## src/rtl/gps_binary_message_extractor_macros.svh

```systemverilog
// Assertion macros shared by the extractor RTL.
// Each macro samples on clk_i and is disabled while rst_ni is low.
`ifndef GPS_BINARY_MESSAGE_EXTRACTOR_MACROS_SVH
`define GPS_BINARY_MESSAGE_EXTRACTOR_MACROS_SVH

// Property must hold in the same cycle.
`define GBX_ASSERT(lbl, prop, msg) \
  lbl: assert property (@(posedge clk_i) disable iff (!rst_ni) prop) else $error(msg);

// Consequent must hold in the cycle after the antecedent.
`define GBX_ASSERT_NEXT(lbl, ante, cons, msg) \
  lbl: assert property (@(posedge clk_i) disable iff (!rst_ni) (ante) |=> (cons)) \
    else $error(msg);

`endif

```

## src/rtl/gbx_pkg.sv

```systemverilog
// ----------------------------------------------------------------------------
// gbx_pkg
// Types and constants for the GPS binary message extractor.
// ----------------------------------------------------------------------------
`timescale 1ns / 1ps
`default_nettype none

package gbx_pkg;

  localparam int WinLen    = 22;
  localparam int FillW     = 5;
  localparam int PayMax    = 12;
  localparam int IdxW      = 4;
  localparam int PayFirst  = 4;
  localparam int TimeKeep  = 13;
  localparam int DopKeep   = 14;

  localparam logic [7:0] SyncByte   = 8'h3F;
  localparam logic [7:0] AcByte     = 8'hAC;
  localparam logic [7:0] IdPosition = 8'h04;
  localparam logic [7:0] IdVelocity = 8'h05;
  localparam logic [7:0] IdTime     = 8'h0F;
  localparam logic [7:0] IdDop      = 8'h0B;

  // Last payload index for each message type.
  localparam logic [IdxW-1:0] LastPosVel = IdxW'(11);
  localparam logic [IdxW-1:0] LastTime   = IdxW'(6);
  localparam logic [IdxW-1:0] LastDop    = IdxW'(7);

  typedef enum logic [1:0] {
    KIND_POS  = 2'd0,
    KIND_VEL  = 2'd1,
    KIND_TIME = 2'd2,
    KIND_DOP  = 2'd3
  } msg_kind_e;

  typedef logic [PayMax-1:0][7:0] payload_t;

  // One recognized message handed from the window to the emitter.
  typedef struct packed {
    logic            valid;
    msg_kind_e       kind;
    logic [IdxW-1:0] last_idx;
    payload_t        payload;
  } gbx_msg_t;

endpackage

`default_nettype wire

```

## src/rtl/gbx_if.sv

```systemverilog
// ----------------------------------------------------------------------------
// gbx_if
// Valid/ready channels for received bytes and extracted payload bytes.
// ----------------------------------------------------------------------------
`timescale 1ns / 1ps
`default_nettype none

interface gbx_in_if;
  logic       valid;
  logic       ready;
  logic [7:0] rx_byte;

  modport source (output valid, output rx_byte, input ready);
  modport sink   (input valid, input rx_byte, output ready);
endinterface

interface gbx_out_if;
  logic       valid;
  logic       ready;
  logic [1:0] msg_kind;
  logic [7:0] field_byte;
  logic [3:0] byte_index;
  logic       last_byte;

  modport source (output valid, output msg_kind, output field_byte, output byte_index,
                  output last_byte, input ready);
  modport sink   (input valid, input msg_kind, input field_byte, input byte_index,
                  input last_byte, output ready);
endinterface

`default_nettype wire

```

## src/rtl/gbx_window.sv

```systemverilog
// ----------------------------------------------------------------------------
// gbx_window
// 22-byte receive window: stores bytes, checks sync/AC/ID when full,
// hands out recognized payloads and slides, trims or clears the window.
// ----------------------------------------------------------------------------
`timescale 1ns / 1ps
`default_nettype none

module gbx_window import gbx_pkg::*; (
  input  logic       clk_i,
  input  logic       rst_ni,
  input  logic       in_valid_i,
  input  logic [7:0] in_byte_i,
  input  logic       emit_busy_i,
  output logic       in_ready_o,
  output gbx_msg_t   msg_o
);

  typedef enum logic [2:0] {
    ACT_STORE,
    ACT_SLIDE,
    ACT_CLEAR,
    ACT_KEEP_TIME,
    ACT_KEEP_DOP
  } act_e;

  logic [7:0]       win_q [WinLen];
  logic [7:0]       w     [WinLen];
  logic [FillW-1:0] fill_q, fill_d;
  logic             full_hit;
  logic             acc;
  act_e             act;

  assign full_hit   = (fill_q >= FillW'(WinLen - 1));
  // Hold off the completing byte while the previous message still drains.
  assign in_ready_o = !(emit_busy_i && full_hit);
  assign acc        = in_valid_i && in_ready_o;

  // Window as seen with the incoming byte in the last slot.
  always_comb begin
    for (int i = 0; i < WinLen - 1; i++) begin
      w[i] = win_q[i];
    end
    w[WinLen-1] = in_byte_i;
  end

  always_comb begin
    act            = ACT_STORE;
    fill_d         = fill_q;
    msg_o.valid    = 1'b0;
    msg_o.kind     = KIND_POS;
    msg_o.last_idx = LastPosVel;
    for (int k = 0; k < PayMax; k++) begin
      msg_o.payload[k] = w[PayFirst + k];
    end

    if (acc) begin
      if (!full_hit) begin
        fill_d = fill_q + FillW'(1);
      end else if (w[0] != SyncByte || w[1] != SyncByte) begin
        act    = ACT_SLIDE;
        fill_d = FillW'(WinLen - 1);
      end else if (w[3] != AcByte) begin
        act    = ACT_CLEAR;
        fill_d = '0;
      end else begin
        case (w[2])
          IdPosition: begin
            act         = ACT_CLEAR;
            fill_d      = '0;
            msg_o.valid = 1'b1;
          end
          IdVelocity: begin
            act         = ACT_CLEAR;
            fill_d      = '0;
            msg_o.valid = 1'b1;
            msg_o.kind  = KIND_VEL;
          end
          IdTime: begin
            act            = ACT_KEEP_TIME;
            fill_d         = FillW'(WinLen - TimeKeep);
            msg_o.valid    = 1'b1;
            msg_o.kind     = KIND_TIME;
            msg_o.last_idx = LastTime;
          end
          IdDop: begin
            act            = ACT_KEEP_DOP;
            fill_d         = FillW'(WinLen - DopKeep);
            msg_o.valid    = 1'b1;
            msg_o.kind     = KIND_DOP;
            msg_o.last_idx = LastDop;
          end
          default: begin
            act    = ACT_CLEAR;
            fill_d = '0;
          end
        endcase
      end
    end
  end

  always_ff @(posedge clk_i or negedge rst_ni) begin
    if (!rst_ni) begin
      fill_q <= '0;
    end else begin
      fill_q <= fill_d;
    end
  end

  // Window bytes carry no reset; fill_q says which ones hold data.
  always_ff @(posedge clk_i) begin
    if (acc) begin
      case (act)
        ACT_STORE: begin
          win_q[fill_q] <= in_byte_i;
        end
        ACT_SLIDE: begin
          for (int i = 0; i < WinLen - 1; i++) begin
            win_q[i] <= w[i + 1];
          end
        end
        ACT_KEEP_TIME: begin
          for (int i = 0; i < WinLen - TimeKeep; i++) begin
            win_q[i] <= w[TimeKeep + i];
          end
        end
        ACT_KEEP_DOP: begin
          for (int i = 0; i < WinLen - DopKeep; i++) begin
            win_q[i] <= w[DopKeep + i];
          end
        end
        default: begin
        end
      endcase
    end
  end

endmodule

`default_nettype wire

```

## src/rtl/gbx_emit.sv

```systemverilog
// ----------------------------------------------------------------------------
// gbx_emit
// Payload bank and output register: sends a captured message one byte
// per request, in order, with index and last-byte flag.
// ----------------------------------------------------------------------------
`timescale 1ns / 1ps
`default_nettype none
`include "gps_binary_message_extractor_macros.svh"

module gbx_emit import gbx_pkg::*; (
  input  logic     clk_i,
  input  logic     rst_ni,
  input  gbx_msg_t msg_i,
  output logic     busy_o,
  gbx_out_if.source res_o
);

  payload_t        bank_q;
  msg_kind_e       kind_q;
  logic [IdxW-1:0] last_idx_q;
  logic [IdxW-1:0] idx_q;
  logic            busy_q;
  logic            load;
  logic            out_acc;
  logic            at_last;

  assign load    = msg_i.valid;
  assign out_acc = res_o.valid && res_o.ready;
  assign at_last = (idx_q == last_idx_q);
  assign busy_o  = busy_q;

  assign res_o.valid      = busy_q;
  assign res_o.msg_kind   = kind_q;
  assign res_o.field_byte = bank_q[idx_q];
  assign res_o.byte_index = idx_q;
  assign res_o.last_byte  = at_last;

  always_ff @(posedge clk_i or negedge rst_ni) begin
    if (!rst_ni) begin
      busy_q <= 1'b0;
      idx_q  <= '0;
    end else if (load) begin
      busy_q <= 1'b1;
      idx_q  <= '0;
    end else if (out_acc) begin
      if (at_last) begin
        busy_q <= 1'b0;
        idx_q  <= '0;
      end else begin
        idx_q <= idx_q + IdxW'(1);
      end
    end
  end

  always_ff @(posedge clk_i) begin
    if (load) begin
      bank_q     <= msg_i.payload;
      kind_q     <= msg_i.kind;
      last_idx_q <= msg_i.last_idx;
    end
  end

  `GBX_ASSERT(a_no_load_while_busy, load |-> !busy_q, "message captured over a busy bank")
  `GBX_ASSERT(a_index_in_range, busy_q |-> (idx_q <= last_idx_q), "byte index past last")
  `GBX_ASSERT_NEXT(a_drain_done, out_acc && at_last && !load, !busy_q, "bank busy after last")
  `GBX_ASSERT_NEXT(a_stall_hold, busy_q && !res_o.ready && !load, $stable(idx_q),
    "index moved without request")

endmodule

`default_nettype wire

```

## src/rtl/gps_binary_message_extractor.sv

```systemverilog
// ----------------------------------------------------------------------------
// gps_binary_message_extractor
// Collects GPS receiver bytes into a 22-byte window and emits the payload
// bytes of position, velocity, time and DOP messages.
// ----------------------------------------------------------------------------
//  channel  dir  handshake     payload
//  rx_i     in   valid/ready   rx_byte[7:0]
//  res_o    out  valid/ready   msg_kind[1:0] field_byte[7:0] byte_index[3:0] last_byte
//
// One byte is taken per cycle while rx_i.ready is high; a window completes in the same cycle as its
// last byte, and its payload appears on res_o in the next cycle.
// A message drains at one byte per cycle while res_o.ready is high: 12, 7 or 8 bytes from the bank.
// The byte that completes the next window waits while the bank drains.
// Reset empties the window and the bank; window bytes need no clearing.
// ----------------------------------------------------------------------------
`timescale 1ns / 1ps
`default_nettype none

module gps_binary_message_extractor import gbx_pkg::*; (
  input  logic      clk_i,
  input  logic      rst_ni,
  gbx_in_if.sink    rx_i,
  gbx_out_if.source res_o
);

  gbx_msg_t msg;
  logic     emit_busy;

  gbx_window u_window (
    .clk_i       (clk_i),
    .rst_ni      (rst_ni),
    .in_valid_i  (rx_i.valid),
    .in_byte_i   (rx_i.rx_byte),
    .emit_busy_i (emit_busy),
    .in_ready_o  (rx_i.ready),
    .msg_o       (msg)
  );

  gbx_emit u_emit (
    .clk_i  (clk_i),
    .rst_ni (rst_ni),
    .msg_i  (msg),
    .busy_o (emit_busy),
    .res_o  (res_o)
  );

endmodule

`default_nettype wire
```

## src/flat_wrapper.sv

```systemverilog
// flat-port wrapper written by rule: the top's interface ports become plain ports
module gps_binary_message_extractor_flat import gbx_pkg::*;
  (clk_i, rst_ni, rx_i_valid, rx_i_rx_byte, rx_i_ready, res_o_valid, res_o_msg_kind, res_o_field_byte, res_o_byte_index, res_o_last_byte, res_o_ready);
  gbx_in_if rx_i_i ();
  gbx_out_if res_o_i ();
  input  logic clk_i;
  input  logic rst_ni;
  input wire logic [$bits(rx_i_i.valid)-1:0] rx_i_valid;
  input wire logic [$bits(rx_i_i.rx_byte)-1:0] rx_i_rx_byte;
  output wire logic [$bits(rx_i_i.ready)-1:0] rx_i_ready;
  output wire logic [$bits(res_o_i.valid)-1:0] res_o_valid;
  output wire logic [$bits(res_o_i.msg_kind)-1:0] res_o_msg_kind;
  output wire logic [$bits(res_o_i.field_byte)-1:0] res_o_field_byte;
  output wire logic [$bits(res_o_i.byte_index)-1:0] res_o_byte_index;
  output wire logic [$bits(res_o_i.last_byte)-1:0] res_o_last_byte;
  input wire logic [$bits(res_o_i.ready)-1:0] res_o_ready;
  assign rx_i_i.valid = rx_i_valid;
  assign rx_i_i.rx_byte = rx_i_rx_byte;
  assign rx_i_ready = rx_i_i.ready;
  assign res_o_valid = res_o_i.valid;
  assign res_o_msg_kind = res_o_i.msg_kind;
  assign res_o_field_byte = res_o_i.field_byte;
  assign res_o_byte_index = res_o_i.byte_index;
  assign res_o_last_byte = res_o_i.last_byte;
  assign res_o_i.ready = res_o_ready;
  gps_binary_message_extractor u_core (.clk_i(clk_i), .rst_ni(rst_ni), .rx_i(rx_i_i), .res_o(res_o_i));
endmodule
```

## config.mk

```make
export PLATFORM = sky130hd
export DESIGN_NAME = gps_binary_message_extractor_flat
export DESIGN_NICKNAME = d
export VERILOG_FILES = /design/src/rtl/gbx_pkg.sv /design/src/rtl/gbx_if.sv /design/src/rtl/gbx_window.sv /design/src/rtl/gbx_emit.sv /design/src/rtl/gps_binary_message_extractor.sv /design/src/flat_wrapper.sv
export VERILOG_INCLUDE_DIRS = /design/src /design/src/rtl
export SDC_FILE = /design/constraint.sdc
export NUM_CORES = 1
export LEC_CHECK = 0
export BUFFER_PORTS_ARGS = -buffer_cell sky130_fd_sc_hd__buf_4
export CELL_PAD_IN_SITES_DETAIL_PLACEMENT = 1
export CELL_PAD_IN_SITES_GLOBAL_PLACEMENT = 1
export CORE_ASPECT_RATIO = 0.75
export CORE_MARGIN = 3
export CORE_UTILIZATION = 52
export CTS_CLUSTER_DIAMETER = 40
export DETAILED_ROUTE_END_ITERATION = 8
export PLACE_DENSITY_LB_ADDON = 0.1
export SETUP_SLACK_MARGIN = 0.1
export SYNTH_ARGS = -nofsm -noshare
export SYNTH_HDL_FRONTEND = slang
export SYNTH_HIERARCHICAL = 1
export SYNTH_SLANG_ARGS = --single-unit
```

## constraint.sdc

```tcl
create_clock -name clk_i -period 9.8 [get_ports clk_i]
set_input_delay 1.96 -clock clk_i [delete_from_list [all_inputs] [get_ports clk_i]]
set_output_delay 1.96 -clock clk_i [all_outputs]
set_load 0.1 [all_outputs]
```

# After elaboration in Yosys (flattened, before gate mapping)
# Memory sizes are Yosys's and may differ from the RTL's.
# Cells that the tools add are included.
dict set report classes {
  n_eq_ne 11
  addsub 2
  mux 56
  n_lt_le_gt_ge 2
  n_reduce_logical 12
  bitwise_logic 19
}
# cell count
set op_table {}
lappend op_table {{$mux W8} 19}
lappend op_table {{$bmux W8 S4} 1}
lappend op_table {{$mux W7} 4}
lappend op_table {{$mux W1} 17}
lappend op_table {{$or A1 B1 Y1} 17}
lappend op_table {{$eq A8 B3 Y1 const B} 2}
lappend op_table {{$eq A8 B4 Y1 const B} 2}
lappend op_table {{$mux W4} 4}
lappend op_table {{$ne A8 B6 Y1 const B} 2}
lappend op_table {{$pmux W4 S2} 2}
lappend op_table {{$mux W5} 3}
lappend op_table {{$mux W3} 4}
lappend op_table {{$ne A8 B8 Y1 const B} 1}
lappend op_table {{$reduce_or A4 Y1} 2}
lappend op_table {{$reduce_or A8 Y1} 1}
lappend op_table {{$pmux W2 S3} 1}
lappend op_table {{$pmux W3 S2} 1}
lappend op_table {{$add A5 B1 Y5 const B} 1}
lappend op_table {{$ge A5 B5 Y1 const B} 1}
lappend op_table {{$lt A4 B5 Y1 const B} 1}
lappend op_table {{$add A4 B1 Y4 const B} 1}
lappend op_table {{$eq A4 B4 Y1} 1}
lappend op_table {{$reduce_bool A2 Y1} 2}
lappend op_table {{$eq A3 B1 Y1 const B} 1}
lappend op_table {{8 further kinds} 11}
dict set report word_totals {
  mem_count 1
  reg_bits 112
  mem_bits_rw 176
  wordCells 120
  out_inout_bits 17
  input_bits 12
}
# memory words word_bits rd rd_ports_with_merged_regs write_ports line_no
set mem_list {}
lappend mem_list {u_core.u_window.win_q 22 8 21 0 21 gbx_window.sv:27} ;# logic [7:0] win_q [WinLen];

# Depth between registers and ports, before layout
# An unclocked memory read counts as a cell.
dict set report logic_depth {
  depth_word 15
  mapped_depth 12
  ltp_nobuf 10
}

# Modules after synthesis
# Netlist, hierarchy kept.
# mod instances area_per_inst_um2 seq_area_each_um2 cells_each
set by_module_without_submodules {}
lappend by_module_without_submodules {gbx_window 1 9337.7 5170.0 899}
lappend by_module_without_submodules {gbx_emit 1 4175.3 3188.1 207}

# Least setup slack after synthesis
# No wires, ideal clock.
dict set report synth_path {
  kind {input to register}
  start {input port rx_i_valid}
  end {register u_core.u_emit.idx_q[0], in the netlist u_core/u_emit/res_o.byte_index[0]}
  stages 9
  setup_slack_ps 1110
  t_arrival_ps 8561
  t_required_ps 9671
  path_buffers 3
  cell_sequence {buf_2 nor2b_1 o211a_1 clkbuf_1 clkbuf_1 nand3_1 nor2_1 a21oi_1 mux2_2}
}
# item line_no
set synth_rtl {}
lappend synth_rtl {{start, declared} flat_wrapper.sv:8} ;# input wire logic [$bits(rx_i_i.valid)-1:0] rx_i_valid;
lappend synth_rtl {{end signal, assigned} gbx_emit.sv:50} ;# idx_q <= idx_q + IdxW'(1);
lappend synth_rtl {{end, declared} gbx_emit.sv:21} ;# logic [IdxW-1:0] idx_q;

==> flow_summary.yaml <==
clock_tree:
  cts_resized: 0
  root_buffer: "clkbuf_16"
  cts.htree.levels: 2
  cts_buffers: 38
  cts_tree: "done"
  clk_path_buf_depth: 3
  path_clk_slew_ns: 0.06
  cts_hold_buf: 0
  clk_latency_ns: 0.52
  cts_sinks: 280
  cts_setup_buffers: 0
die:
  die_area_um2: 27980
  core-area_um2: 25270
  chipWidth_um: 192.1
  rows: 50
  dieHeight_um: 145.6
  io_pins: 29
  initial_utilization_pct: 53.47
synthesis:
  synth_edf_count: 270
  synthFlopType: "edfxtp_1"
  syn_area_per_cell_um2: 12.22
  syn_inst: 1106
  ys_top_cells_by_area: "edfxtp_1 60%, nand2_1 6.5%, buf_4 5.4%"
  synth_top_area_share_pct: 60.00
  synth_cell_types: 59
  syn_area_um2: 13510
  synth-seq-area-share_pct: 61.85
  yosys_warnings: 6
  syn_nets: 1123
  async_reset_ff_share_pct: 3.571
  ys_seq_elements: 280
  synth.largest_area_cell: "edfxtp_1"
layout:
  diodes: 0
  final_common_cell: "edfxtp_1"
  finalNonFillerCells: 1379
  drive_gt1_share_pct: 15.47
  ff_latch_area_um2: 8359
  final_cell_mix: "270 x edfxtp_1, 234 x nand2_1, 65 x a21o_1"
  multi_input_area_um2: 4029
  synthToLayoutAreaGrowth_pct: 7.574
  final.fill_count: 2502
  final_nets: 1030
placed_design:
  place.gp.congestion: 0.8249
  hpwlAfterDp_mm: 25.24
  io_buffers: 28
  dp_cells: 1311
routing:
  highest_layer: "met4"
  routedWlPerCell_um: 28.69
  drt-initial-drc-count: 948
  drc: 0
  firstDrtPassIters: 5
  drtAntennaViolNets: 0
  wl_mm: 39.56
  vias: 9037
  drt-vias-per-instance: 6.553
  dr_wl_met2_mm: 18.27
  wl_met1_mm: 17.41
  met3_length_mm: 3.162
grt:
  grt_use_total_pct: 28.32
  grt-ovfl-total: 0
  grt_pass1_vias: 9134
  grt_max_degree: 78
  antenna_found_initial: 0
  grt_pass1_wl_mm: 59.04
critical_path:
  crit_type: "input pin to flip-flop"
  end_kind: "flip-flop"
  reg2reg_depth: 9
  crit_arrival_ns: 4.93
  required_ns: 9.98
  rrSetupSlack_ns: 5.66
  worstPathMaxFanout: 58
  cp-start-kind: "input pin"
hold_path:
  hold_path.class: "flip-flop to flip-flop"
  holdPathStages: 0
sta:
  slew_violations: 0
  setup_viol: 0
  hold_viol: 0
  relSlewSlack_pct: 15.23
  clock_skew_ns: 0.01937
  rsz0062_at_grt: "false"
  setup_tns_ns: 0
  worst_pin_slew_ns: 1.272
  max_freq_ghz: 0.2105
  layout_min_cycle_time_ns: 4.752
  fin_crit_sh_pct: 48.49
power:
  ir_drop_mv: 0.1491
  power_density_nw_per_um2: 276.9
  p_leak_nw: 5.228
job:
  max-cap-violations: 0
status:
  status: "completed"
==> state kept, by name, indices dropped and copies added, names as in the netlist <==
register                        count
u_core/u_emit/bank_q               96
u_core/u_window/fill_q              5
u_core/u_window/win_q             168
u_core/u_emit/res_o.msg_kind        2
u_core/u_emit/last_idx_q            4
u_core/u_emit/res_o.byte_index      4
u_core/u_emit/busy_o                1
==> through the flow <==
step	util, %	total power, mW	area (um^2)	hold slack [ns]	setup slack (ns)
3_5_place_dp	52.38	2.616	13240	0.4368	4.661
6_report	57.51	4.025	14540	0.4443	5.048
4_1_cts	57.51	4.031	14540	0.4438	5.061
2_1_floorplan	-	2.394	13510	0.5161	1.110
3_3_place_gp	52.38	2.585	13240	0.4324	4.733
5_1_grt	57.51	4.193	14540	0.4675	4.894
==> critical path, cell delays in order <==
cell,delay [ns]
buf_4,0.14
nor2b_1,0.19
o211a_2,0.20
buf_4,0.54
nand4_1,0.55
buf_4,0.54
and2_1,0.40
nand2_1,0.35
==> layout make-up <==
class | count | area share, %
Sequential cell | 280 | 57.51
Clock buffer | 46 | 7.187
Clock inverter | 22 | 1.739
Inverter | 14 | 0.3615
Multi-Input combinational cell | 629 | 27.72
Tap cell | 338 | 2.909
Timing Repair Buffer | 50 | 2.582
==> kinds of logic after synthesis <==
family	Yosys count	share of synthesized area (%)
buffers and inverters	197	8.732
multiplexers	35	4.157
adder cells (fa/ha/maj)	5	0.4630
XOR/XNOR	5	0.3241
flip-flops	280	61.85
other	1	0.02775
AO/OA/AOI/OAI	244	13.21
AND/OR/NAND/NOR	339	11.23
==> layer usage <==
metal	global-route usage, %	vias to the layer above
met4	7.062	0
met1	42.09	4656
met2	42.86	429
met5	0	-
met3	6.044	54
li1	-	3898
==> report_power, final <==
part	leakage, nW	switching (mW)	internal (mW)
Sequential	2.60	0.209	1.66
Clock	0.627	0.512	0.892
Combinational	2.00	0.542	0.208
==> cells in the mapped netlist, types with 3 or more instances <==
cell type	n
o221ai_1	8
and3_1	3
mux2_2	9
xor2_1	4
a21oi_1	16
nand4_1	4
buf_4	98
nand4b_1	3
nand3_1	57
clkbuf_1	61
o21ai_1	9
inv_1	14
o22ai_1	11
edfxtp_1	270
nor2b_1	3
a2111oi_0	49
a2111oi_2	4
nor3_1	4
mux4_2	16
a31oi_1	63
nand2_1	234
dfrtp_1	10
nor2_1	12
mux2i_1	10
a21o_1	65
ha_1	5
buf_6	8
buf_1	6
buf_2	10
o21ai_0	3
==> path summary, 6_finish.rpt <==
check / start / to
min reg2reg: u_core/u_window/win_q[10][7] / u_core/u_emit/bank_q[55]
max in group asynchronous: rst_ni / u_core/u_emit/res_o.byte_index[0]
max: rx_i_valid / u_core/u_window/win_q[8][2]
min: u_core/u_window/win_q[10][7] / u_core/u_emit/bank_q[55]
max reg2reg: u_core/u_window/fill_q[1] / u_core/u_window/win_q[8][2]
min in group asynchronous: rst_ni / u_core/u_window/fill_q[0]
(Power assumes the default switching activity.)
